[src/hw/rtl/uwbtwr_pkg.sv]
// Shared types and constants for the two-way ranging initiator.
// Used by the response checker, the distance scaler and the top level.
package uwbtwr_pkg;

  localparam int TS_BITS     = 40;
  localparam int SEQ_W       = 8;
  localparam int BYTE_W      = 8;
  localparam int DIST_W      = 31;
  localparam int SCALE_W     = 20;
  localparam int SCALE_SHIFT = 17;
  localparam int CFG_IDX_W   = 2;

  localparam logic [SCALE_W-1:0] SCALE_RST       = SCALE_W'(307479);
  localparam logic [BYTE_W-1:0]  MAGIC_FIRST_RST  = 8'h55;
  localparam logic [BYTE_W-1:0]  MAGIC_SECOND_RST = 8'hAA;
  localparam logic [BYTE_W-1:0]  MSG_TYPE_RESP    = 8'h02;
  localparam logic [BYTE_W-1:0]  MIN_FRAME_LEN    = 8'd9;

  typedef enum logic [1:0] {
    MODE_START     = 2'd0,
    MODE_POLL_SENT = 2'd1,
    MODE_RESP      = 2'd2,
    MODE_TIMEOUT   = 2'd3
  } mode_t;

  typedef enum logic [2:0] {
    ST_OK         = 3'd0,
    ST_TIMEOUT    = 3'd1,
    ST_BAD_FMT    = 3'd2,
    ST_NEG_FLIGHT = 3'd3,
    ST_IDLE_ACK   = 3'd4
  } status_t;

  typedef enum logic [2:0] {
    SEND_NONE   = 3'd0,
    SEND_POLL   = 3'd1,
    SEND_RESULT = 3'd4
  } send_t;

  typedef enum logic [CFG_IDX_W-1:0] {
    CFG_SCALE        = 2'd0,
    CFG_MAGIC_FIRST  = 2'd1,
    CFG_MAGIC_SECOND = 2'd2
  } cfg_idx_t;

  // Response check result handed from the checker to the pipeline.
  typedef struct packed {
    logic               fmt_ok;
    logic               too_short;
    logic [TS_BITS-1:0] ticks;
  } resp_chk_t;

endpackage

[src/hw/rtl/uwbtwr_resp_chk.sv]
// Response frame check and flight-time extraction.
// Depends on uwbtwr_pkg for widths and the resp_chk_t struct.
module uwbtwr_resp_chk import uwbtwr_pkg::*; (
  input  logic [BYTE_W-1:0]  hdr_byte0,
  input  logic [BYTE_W-1:0]  hdr_byte1,
  input  logic [BYTE_W-1:0]  msg_type,
  input  logic [BYTE_W-1:0]  msg_seq,
  input  logic [BYTE_W-1:0]  frame_len,
  input  logic [TS_BITS-1:0] timestamp,
  input  logic [TS_BITS-1:0] reply_delay,
  input  logic [BYTE_W-1:0]  magic_first,
  input  logic [BYTE_W-1:0]  magic_second,
  input  logic [SEQ_W-1:0]   sequence_cur,
  input  logic [TS_BITS-1:0] poll_time,
  output resp_chk_t          chk
);

  logic [TS_BITS-1:0] round_trip;

  // Wraps modulo the timestamp range by width alone.
  assign round_trip = timestamp - poll_time;

  assign chk.fmt_ok    = (hdr_byte0 == magic_first) && (hdr_byte1 == magic_second) &&
                         (msg_type == MSG_TYPE_RESP) && (msg_seq == sequence_cur) &&
                         (frame_len >= MIN_FRAME_LEN);
  assign chk.too_short = round_trip < reply_delay;
  assign chk.ticks     = round_trip - reply_delay;

endmodule

[src/hw/rtl/uwbtwr_scale.sv]
// Tick-to-millimetre scaling: (ticks * scale) >> SCALE_SHIFT, saturated.
// Depends on uwbtwr_pkg for widths.
module uwbtwr_scale import uwbtwr_pkg::*; (
  input  logic [TS_BITS-1:0] ticks,
  input  logic [SCALE_W-1:0] scale,
  output logic [DIST_W-1:0]  dist_mm
);

  localparam int PROD_W = TS_BITS + SCALE_W;
  localparam int SH_W   = PROD_W - SCALE_SHIFT;

  logic [PROD_W-1:0] prod;
  logic [SH_W-1:0]   shifted;

  assign prod    = {{SCALE_W{1'b0}}, ticks} * {{TS_BITS{1'b0}}, scale};
  assign shifted = prod[PROD_W-1:SCALE_SHIFT];
  // Clamp anything above the top distance bit.
  assign dist_mm = (|shifted[SH_W-1:DIST_W]) ? {DIST_W{1'b1}} : shifted[DIST_W-1:0];

endmodule

[src/hw/rtl/uwb_twr_initiator_ranging.sv]
// Initiator side of single-sided two-way ranging: one result per event.
// From input transaction to result valid: input register, then check stage register,
// then result register after the scale stage. Throughput: one event per cycle unless
// out_ready stalls output; the 40x20 multiply in the scale stage sets the longest path.
// Reset (rst_n low, synchronous) empties the pipeline, zeroes sequence, poll time
// and held distance, and loads the configuration registers with their defaults.
module uwb_twr_initiator_ranging import uwbtwr_pkg::*; (
  input  logic                 clk,
  input  logic                 rst_n,
  // configuration writes
  input  logic                 cfg_valid,
  output logic                 cfg_ready,
  input  logic [CFG_IDX_W-1:0] cfg_index,
  input  logic [SCALE_W-1:0]   cfg_data,
  // event input
  input  logic                 in_valid,
  output logic                 in_ready,
  input  logic [1:0]           in_mode,
  input  logic [TS_BITS-1:0]   in_timestamp,
  input  logic [BYTE_W-1:0]    in_hdr_byte0,
  input  logic [BYTE_W-1:0]    in_hdr_byte1,
  input  logic [BYTE_W-1:0]    in_msg_type,
  input  logic [BYTE_W-1:0]    in_msg_seq,
  input  logic [BYTE_W-1:0]    in_frame_len,
  input  logic [TS_BITS-1:0]   in_reply_delay,
  // result output
  output logic                 out_valid,
  input  logic                 out_ready,
  output logic [2:0]           out_status,
  output logic [2:0]           out_send_type,
  output logic [SEQ_W-1:0]     out_send_seq,
  output logic [DIST_W-1:0]    out_distance_mm,
  output logic                 out_distance_valid
);

  // configuration
  logic [SCALE_W-1:0] scale_r;
  logic [BYTE_W-1:0]  magic_first_r;
  logic [BYTE_W-1:0]  magic_second_r;

  // ranging state
  logic [SEQ_W-1:0]   seq_r, seq_nxt;
  logic [TS_BITS-1:0] poll_time_r, poll_time_nxt;
  logic [DIST_W-1:0]  dist_r;
  logic               have_r;

  // input register
  logic               s0_vld_r;
  mode_t              s0_mode_r;
  logic [TS_BITS-1:0] s0_ts_r;
  logic [BYTE_W-1:0]  s0_b0_r, s0_b1_r, s0_type_r, s0_seq_r, s0_len_r;
  logic [TS_BITS-1:0] s0_delay_r;

  // check stage register
  logic               s1_vld_r;
  status_t            s1_status_r, s1_status_nxt;
  send_t              s1_send_r, s1_send_nxt;
  logic [SEQ_W-1:0]   s1_seq_r;
  logic               s1_calc_r, s1_calc_nxt;
  logic [TS_BITS-1:0] s1_ticks_r;

  // result register
  logic               out_vld_r;
  status_t            out_status_r, out_status_nxt;
  send_t              out_send_r, out_send_nxt;
  logic [SEQ_W-1:0]   out_seq_r;
  logic [DIST_W-1:0]  out_dist_r, dist_nxt;
  logic               out_have_r, have_nxt;

  logic s2_free, s1_free, s1_move, s0_free, s0_move, in_acc;

  resp_chk_t          chk;
  logic [DIST_W-1:0]  scaled_mm;

  assign s2_free  = !out_vld_r || out_ready;
  assign s1_move  = s1_vld_r && s2_free;
  assign s1_free  = !s1_vld_r || s2_free;
  assign s0_move  = s0_vld_r && s1_free;
  assign s0_free  = !s0_vld_r || s1_free;
  assign in_ready = s0_free;
  assign in_acc   = in_valid && s0_free;

  assign cfg_ready = 1'b1;

  always_ff @(posedge clk) begin
    if (!rst_n) begin
      scale_r        <= SCALE_RST;
      magic_first_r  <= MAGIC_FIRST_RST;
      magic_second_r <= MAGIC_SECOND_RST;
    end else if (cfg_valid) begin
      // drop writes to unmapped indexes
      case (cfg_idx_t'(cfg_index))
        CFG_SCALE:        scale_r        <= cfg_data;
        CFG_MAGIC_FIRST:  magic_first_r  <= cfg_data[BYTE_W-1:0];
        CFG_MAGIC_SECOND: magic_second_r <= cfg_data[BYTE_W-1:0];
        default: ;
      endcase
    end
  end

  // ---------------- input register ----------------
  always_ff @(posedge clk) begin
    if (!rst_n) begin
      s0_vld_r <= 1'b0;
    end else if (in_acc) begin
      s0_vld_r <= 1'b1;
    end else if (s0_move) begin
      s0_vld_r <= 1'b0;
    end
  end

  always_ff @(posedge clk) begin
    if (in_acc) begin
      s0_mode_r  <= mode_t'(in_mode);
      s0_ts_r    <= in_timestamp;
      s0_b0_r    <= in_hdr_byte0;
      s0_b1_r    <= in_hdr_byte1;
      s0_type_r  <= in_msg_type;
      s0_seq_r   <= in_msg_seq;
      s0_len_r   <= in_frame_len;
      s0_delay_r <= in_reply_delay;
    end
  end

  // ---------------- check stage ----------------
  uwbtwr_resp_chk u_chk (
    .hdr_byte0    (s0_b0_r),
    .hdr_byte1    (s0_b1_r),
    .msg_type     (s0_type_r),
    .msg_seq      (s0_seq_r),
    .frame_len    (s0_len_r),
    .timestamp    (s0_ts_r),
    .reply_delay  (s0_delay_r),
    .magic_first  (magic_first_r),
    .magic_second (magic_second_r),
    .sequence_cur (seq_r),
    .poll_time    (poll_time_r),
    .chk          (chk)
  );

  always_comb begin
    seq_nxt       = seq_r;
    poll_time_nxt = poll_time_r;
    s1_status_nxt = ST_IDLE_ACK;
    s1_send_nxt   = SEND_NONE;
    s1_calc_nxt   = 1'b0;
    unique case (s0_mode_r)
      MODE_START: begin
        seq_nxt     = seq_r + SEQ_W'(1);
        s1_send_nxt = SEND_POLL;
      end
      MODE_POLL_SENT: begin
        poll_time_nxt = s0_ts_r;
      end
      MODE_RESP: begin
        priority if (!chk.fmt_ok) begin
          s1_status_nxt = ST_BAD_FMT;
        end else if (chk.too_short) begin
          s1_status_nxt = ST_NEG_FLIGHT;
        end else begin
          // final status and frame are set once the distance is known
          s1_calc_nxt = 1'b1;
        end
      end
      MODE_TIMEOUT: begin
        s1_status_nxt = ST_TIMEOUT;
      end
    endcase
  end

  always_ff @(posedge clk) begin
    if (!rst_n) begin
      s1_vld_r    <= 1'b0;
      seq_r       <= '0;
      poll_time_r <= '0;
    end else begin
      if (s0_move) begin
        s1_vld_r    <= 1'b1;
        seq_r       <= seq_nxt;
        poll_time_r <= poll_time_nxt;
      end else if (s1_move) begin
        s1_vld_r <= 1'b0;
      end
    end
  end

  always_ff @(posedge clk) begin
    if (s0_move) begin
      s1_status_r <= s1_status_nxt;
      s1_send_r   <= s1_send_nxt;
      s1_seq_r    <= seq_nxt;
      s1_calc_r   <= s1_calc_nxt;
      s1_ticks_r  <= chk.ticks;
    end
  end

  // ---------------- scale stage ----------------
  uwbtwr_scale u_scale (
    .ticks   (s1_ticks_r),
    .scale   (scale_r),
    .dist_mm (scaled_mm)
  );

  always_comb begin
    if (s1_calc_r) begin
      dist_nxt       = scaled_mm;
      have_nxt       = 1'b1;
      out_status_nxt = ST_OK;
      out_send_nxt   = SEND_RESULT;
    end else begin
      dist_nxt       = dist_r;
      have_nxt       = have_r;
      out_status_nxt = s1_status_r;
      out_send_nxt   = s1_send_r;
    end
  end

  always_ff @(posedge clk) begin
    if (!rst_n) begin
      out_vld_r <= 1'b0;
      dist_r    <= '0;
      have_r    <= 1'b0;
    end else begin
      if (s1_move) begin
        out_vld_r <= 1'b1;
        dist_r    <= dist_nxt;
        have_r    <= have_nxt;
      end else if (out_ready) begin
        out_vld_r <= 1'b0;
      end
    end
  end

  always_ff @(posedge clk) begin
    if (s1_move) begin
      out_status_r <= out_status_nxt;
      out_send_r   <= out_send_nxt;
      out_seq_r    <= s1_seq_r;
      out_dist_r   <= dist_nxt;
      out_have_r   <= have_nxt;
    end
  end

  assign out_valid          = out_vld_r;
  assign out_status         = out_status_r;
  assign out_send_type      = out_send_r;
  assign out_send_seq       = out_seq_r;
  assign out_distance_mm    = out_dist_r;
  assign out_distance_valid = out_have_r;

  // ---------------- assertions ----------------
  a_ok_means_result: assert property (@(posedge clk) disable iff (!rst_n)
    (out_vld_r && out_status_r == ST_OK) |-> (out_send_r == SEND_RESULT && out_have_r))
    else $error("ok status without result frame");

  a_have_sticky: assert property (@(posedge clk) disable iff (!rst_n)
    have_r |=> have_r)
    else $error("distance valid flag cleared");

  a_dist_needs_have: assert property (@(posedge clk) disable iff (!rst_n)
    (dist_r != '0) |-> have_r)
    else $error("distance held without a successful range");

  a_seq_step: assert property (@(posedge clk) disable iff (!rst_n)
    (s0_move && s0_mode_r == MODE_START) |=> (seq_r == $past(seq_r) + SEQ_W'(1)))
    else $error("sequence did not advance on start");

endmodule
[config.mk]
export PLATFORM = sky130hd
export DESIGN_NAME = uwb_twr_initiator_ranging
export DESIGN_NICKNAME = d
export VERILOG_FILES = /design/src/hw/rtl/uwbtwr_pkg.sv /design/src/hw/rtl/uwbtwr_resp_chk.sv /design/src/hw/rtl/uwbtwr_scale.sv /design/src/hw/rtl/uwb_twr_initiator_ranging.sv
export SDC_FILE = /design/constraint.sdc
export NUM_CORES = 2
export LEC_CHECK = 0
export BUFFER_PORTS_ARGS = -buffer_cell sky130_fd_sc_hd__buf_2
export CAP_MARGIN = 20
export CORE_ASPECT_RATIO = 0.7
export CORE_MARGIN = 4
export CORE_UTILIZATION = 50
export CTS_BUF_LIST = sky130_fd_sc_hd__clkbuf_8
export CTS_CLUSTER_DIAMETER = 200
export CTS_CLUSTER_SIZE = 12
export DETAILED_ROUTE_END_ITERATION = 16
export HOLD_SLACK_MARGIN = 0.02
export PLACE_DENSITY = 0.67
export SETUP_SLACK_MARGIN = 0.3
export SLEW_MARGIN = 20
export SYNTH_ARGS = -nofsm -noshare
export SYNTH_HDL_FRONTEND = slang
export SYNTH_SLANG_ARGS = --single-unit
export TNS_END_PERCENT = 50
[constraint.sdc]
create_clock -name clk -period 11.15 [get_ports clk]
set_input_delay 0 -clock clk [delete_from_list [all_inputs] [get_ports clk]]
set_output_delay 0 -clock clk [all_outputs]
set_load 0.02 [all_outputs]
### Word-level counts from Yosys, hierarchy flattened

Index checks and enable logic that the tools add are counted.

| storage, ports and cells | value |
|---|---|
| word-level logic and storage cells | 82 |
| input bits | 149 |
| output and inout port bits | 49 |
| register bits | 342 |

| cells by class | value |
|---|---|
| $lt $le $gt $ge | 2 |
| multipliers | 1 |
| equal/unequal tests | 9 |
| $add $sub $neg | 3 |
| reductions and logical operators | 24 |
| mux-type cells | 15 |

Operators with widths:

| operator | number |
|---|---|
| 40-bit subtractor | 2 |
| 31-bit 2-to-1 mux | 2 |
| 40-bit by 20-bit multiplier with 60-bit output | 1 |
| 40-bit less-than comparator | 1 |
| 8-bit equality test | 3 |
| 12-bit OR reduction | 1 |
| 2-bit AND reduction | 5 |
| 1-bit 2-to-1 mux | 9 |
| 8-bit by 1-bit adder with 8-bit output (second input constant) | 1 |
| 8-bit by 2-bit equality test with 1-bit output (second input constant) | 1 |
| 8-bit by 4-bit greater-or-equal comparator with 1-bit output (second input constant) | 1 |
| 8-bit 2-to-1 mux | 1 |
| 1-bit logical AND | 7 |
| 2-bit equality test (second input constant) | 3 |
| 3-bit 2-to-1 mux | 2 |
| 3-bit case mux with 2 select lines | 1 |
| 2-bit nonzero test | 3 |
| 2-bit by 1-bit equality test with 1-bit output (second input constant) | 2 |
| 2-bit zero test | 2 |
| 1-bit zero test | 3 |
| 1-bit logical OR | 3 |

### Logic depth before layout (Yosys ltp)

| logic depth | value |
|---|---|
| word-level depth | 7 |
| gate-level depth with buffers | 30 |
| depth with buffers taken out | 27 |

### Cells and area by module

From an unflattened synthesis, not the netlist that was laid out.

| unflattened totals | value |
|---|---|
| cells, all modules | 4601 |
| area total of the unflattened synthesis | 43140.1 um2 |

By module, submodules not included:

| module | cells each | sequential area each (um2) | instances | area each (um2) |
|---|---|---|---|---|
| uwbtwr_scale | 3055 | 0.0 | 1 | 26345.3 |
| uwb_twr_initiator_ranging | 822 | 8988.6 | 1 | 11915.2 |
| uwbtwr_resp_chk | 724 | 0.0 | 1 | 4879.7 |

### Worst setup path before layout

No wires, ideal clock.

| path | value |
|---|---|
| kind | flip-flop to flip-flop |
| start | reg scale_r[11] |
| end | reg out_dist_r[10], in the netlist out_distance_mm[10], data pin |
| data arrival time | 7.418 ns |
| path slack | 3.450 ns |
| setup time | 0.282 ns |
| stages on the path, launching flop included | 29 |
| required time | 10.868 ns |
| buffers on the path | 3 |
| period minus slack after synthesis | 7.700 ns |
| cell sequence | dfxtp_1 clkbuf_1 nand2_1 fa_1 inv_1 fa_1 inv_1 fa_1 inv_1 fa_1 fa_1 fa_1 inv_1 fa_1 inv_1 ha_1 clkbuf_1 nand4_1 or2_2 a2bb2oi_1 o211ai_2 a221oi_2 or4_1 a41oi_2 a21oi_1 xnor2_1 nor4_4 buf_6 a41oi_1 |

| between the ends | value |
|---|---|
| cells in the longest elaborated chain, start to end | 4 |

RTL lines:

| what | RTL line | RTL |
|---|---|---|
| start, declared | uwb_twr_initiator_ranging.sv:37 | `logic [SCALE_W-1:0] scale_r;` |
| start signal, assigned | uwb_twr_initiator_ranging.sv:93 | `CFG_SCALE: scale_r <= cfg_data;` |
| 40-bit by 20-bit multiplier with 60-bit output * | uwbtwr_scale.sv:15 | `assign prod = {{SCALE_W{1'b0}}, ticks} * {{TS_BITS{1'b0}}, scale};` |
| 12-bit OR reduction | uwbtwr_scale.sv:18 | `assign dist_mm = (\|shifted[SH_W-1:DIST_W]) ? {DIST_W{1'b1}} : shifted[DIST_W-1:0];` |
| 31-bit 2-to-1 mux * | uwbtwr_scale.sv:18 |  |
| 31-bit 2-to-1 mux * | uwb_twr_initiator_ranging.sv:205 | `if (s1_calc_r) begin` |
| net dist_nxt[10] | uwb_twr_initiator_ranging.sv:67 | `logic [DIST_W-1:0] out_dist_r, dist_nxt;` |
| end signal, assigned | uwb_twr_initiator_ranging.sv:239 | `out_dist_r <= dist_nxt;` |
| end, declared | uwb_twr_initiator_ranging.sv:67 |  |

The timed path passes the listed nets; every way through them passes the cells marked *.
A chain may end at the register's enable or synchronous reset.

### Final worst setup path

| path | value |
|---|---|
| start | reg s1_ticks_r[7] |
| end | reg out_dist_r[8], in the netlist out_distance_mm[8], data pin |

| between the ends | value |
|---|---|
| cells in the longest elaborated chain, start to end | 4 |

RTL lines:

| what | RTL line | RTL |
|---|---|---|
| start, declared | uwb_twr_initiator_ranging.sv:60 | `logic [TS_BITS-1:0] s1_ticks_r;` |
| start signal, assigned | uwb_twr_initiator_ranging.sv:193 | `s1_ticks_r <= chk.ticks;` |
| 40-bit by 20-bit multiplier with 60-bit output * | uwbtwr_scale.sv:15 |  |
| 12-bit OR reduction | uwbtwr_scale.sv:18 |  |
| 31-bit 2-to-1 mux * | uwbtwr_scale.sv:18 |  |
| 31-bit 2-to-1 mux * | uwb_twr_initiator_ranging.sv:205 |  |
| net dist_nxt[8] | uwb_twr_initiator_ranging.sv:67 |  |

Marks and branches as above.

==> out/metrics.cfg <==
[timing]
fin_skew_ns = 0.0639
slew_headroom_pct = 20.9
rsz0062_at_grt = no
period_share_pct = 81.7
setup_tns_ns = 0
tightest_slew_ns = 1.19
min_period_ns = 9.11
max_freq_mhz = 110
setup_violations = 0
slew_viol_final = 0
hold_violations = 0

[hold_path]
hp-start = in_timestamp[18]
worstHoldPathType = in -> reg
min_delay_path_depth = 2
whs_endpoint = s0_ts_r[18]

[worst_setup_path]
critical_path_class = reg -> reg
critPathRequiredTime_ns = 11.45
path_max_fanout = 62
reg2reg_depth = 26
cp-end-kind = flip-flop
r2r_slack_ns = 2.04
arrival_ns = 9.41
cp-start-kind = flip-flop
r2r-end = out_distance_mm[8]
r2r-start = s1_ticks_r[7]

[detailed_routing]
avgRoutedWirePerCell_um = 18.8
postRouteAntennaNets = 0
wl_um = 106000
drt_pass1_iterations = 7
drt_iter0_drc = 2022
vias = 30100
via_per_inst = 5.33
drc = 0

[run_status]
status = finished, final reports clean

[layout]
finish.net_count = 5627
num-fill-cells = 7400
syn_to_final_growth_pct = 9.26
drive_gt1_share_pct = 6.72

[synth]
synth-edff-count = 220
synthesis.nets = 5450
synth.distinct_cells = 76
async_reset_ff_share_pct = 0
seq_area_frac_synth_pct = 21.7
synth_top_cell_by_area = fa_1
syn_area_sq_mm = 0.0415
synth.ff_latch_count = 339
synthFlopType = edfxtp_1
postSynthCellCount = 4372
yosys.area.top_type_share_pct = 32.9
syn_avg_cell_area_sq_um = 9.49
synthTopCellsByArea = fa_1 33%, edfxtp_1 16%, inv_1 7.7%, ha_1 7.5%, and2_1 6.4%
ys_warn_count = 0

[clocking]
max-clock-path-buffers = 3
cts_sinks = 339
cts_setup_buffers = 0
clk_pin_slew_worst_paths_ns = 0.09
root_buffer = clkbuf_8
cts_tree = done
insertion_delay_ns = 0.64
htree_num_levels = 2
cts_buffers = 34

[grt]
grtUsageTotal_pct = 24.8
grt_pass1_vias = 31500
grt_start_max_net_pins = 99
antenna_found_initial = 2
grt_pass1_wl_um = 174000
grt_overflow = 0

[floorplanning]
core_area_sq_mm = 0.0824
die_y_um = 249
ioPinCount = 198
start_util_pct = 50.4
die_w_um = 352
die_area_sq_mm = 0.0877
rows = 88

[placement]
place_congestion = 0.907
io_buffers = 195
dp_hpwl_um = 77800

[job]
maxCapViolCount = 0

## registers in the layout (all words and copies together), names as in the netlist, 20 cells and up
name             cells
dist_r              31
out_distance_mm     31
poll_time_r         40
s0_delay_r          40
s0_ts_r             40
s1_ticks_r          40
scale_r             20
## layer usage
metal	vias up	wire length [um]	global-route usage, %
li1	13900	-	-
met3	163	9140	5.52
met4	0	3020	6.81
met2	1019	46600	38.8
met5	-	0	0
met1	15000	47400	35.0
## worst max-delay path, stage by stage (launching register included)
cell and delay (ns):
edfxtp_1 1.14, nand2_1 0.20, fa_1 0.58, inv_1 0.05, fa_1 0.50, inv_1 0.05
fa_1 0.54, inv_1 0.05, fa_1 0.49, fa_1 0.44, fa_1 0.51, inv_1 0.06
fa_1 0.48, inv_1 0.05, ha_1 0.40, nand2_1 0.11, nor3_1 0.47, nand3_1 0.13
a311oi_1 0.39, a211oi_2 0.13, o31ai_2 0.39, a221o_1 0.25, a31oi_1 0.11, xnor2_1 0.18
nor4_4 0.27, buf_4 0.55, a41oi_1 0.22
## synth_stat cells (90+ instances only)
| cell | n |
|---|---|
| edfxtp_1 | 220 |
| ha_1 | 248 |
| inv_1 | 850 |
| xnor2_1 | 91 |
| dfxtp_1 | 119 |
| nand2_1 | 599 |
| o21ai_0 | 90 |
| a21oi_1 | 107 |
| fa_1 | 681 |
| and2_1 | 425 |
| clkbuf_1 | 235 |
| nor2_1 | 105 |
## cell usage in the layout (no fill, tap or decap), types with 20 or more instances in the layout
cell type	netlist	layout
inv_1	850	870
fa_1	681	681
nand2_1	599	599
and2_1	425	424
ha_1	248	248
edfxtp_1	220	220
buf_2	2	194
dlygate4sd3_1	0	158
dfxtp_1	119	109
a21oi_1	107	107
nor2_1	105	105
xnor2_1	91	91
o21ai_0	90	90
a21o_1	76	76
a41oi_1	62	62
a21boi_0	61	61
xor2_1	56	56
nand3_1	34	34
clkbuf_8	0	34
buf_4	2	33
nand4_1	27	27
nor2b_1	25	24
mux2i_1	22	22
nor3_1	20	20
## through the flow
step / hold slack (ns) / cell area, sq um / util [%] / std cells / setup WS (ns)
after floorplan: 0.0989 / 41500 / - / 4372 / 3.45
after global placement: 0.176 / 43100 / 52.4 / 5434 / 2.31
after detailed placement: 0.178 / 43100 / 52.4 / 5434 / 2.09
after CTS: 0.0361 / 45300 / 55.0 / 5650 / 2.05
after global routing: 0.0495 / 45300 / 55.0 / 5651 / 1.74
final: 0.0933 / 45300 / 55.0 / 5653 / 2.04
## worst max path at each step
stage | slack [ns] | startpoint | to
3_3_place_gp | 2.31 | scale_r[4] | out_distance_mm[7]
5_1_grt | 1.74 | s1_ticks_r[7] | out_distance_mm[8]
2_1_floorplan | 3.45 | scale_r[11] | out_distance_mm[10]
6_report | 2.04 | s1_ticks_r[7] | out_distance_mm[8]
3_5_place_dp | 2.09 | scale_r[3] | out_distance_mm[19]
4_1_cts | 2.05 | scale_r[3] | out_distance_mm[19]
## layout make-up
class	instances	area (sq um)	share of cell area, %
clock inverter	24	110	0.243
timing repair buffer	386	2830	6.24
inverter	850	3190	7.04
clock buffer	34	468	1.03
antenna	2	5.00	0.0110
multi-input combinational	2938	28400	62.6
sequential	339	9000	19.9
tap	1080	1350	2.98
## kinds of logic after synthesis
logic type	after synthesis	synth area share [%]
multiplexers	24	0.585
adder cells (fa/ha/maj)	929	40.3
flip-flops	339	21.7
AO/OA/AOI/OAI	529	8.80
AND/OR/NAND/NOR	1307	15.4
other	2	0.0181
buffers and inverters	1095	10.0
XOR/XNOR	147	3.10
## timing repair
action / in CTS / in global routing
endpoints found under the setup margin: 0 / 0
hold endpoints to repair: 182 / 0
resized for setup: 0 / 0
hold buffers: 158 / 0
Power is not shown: default switching activity piles up to over one toggle a cycle in this logic, so the estimate is an artifact.
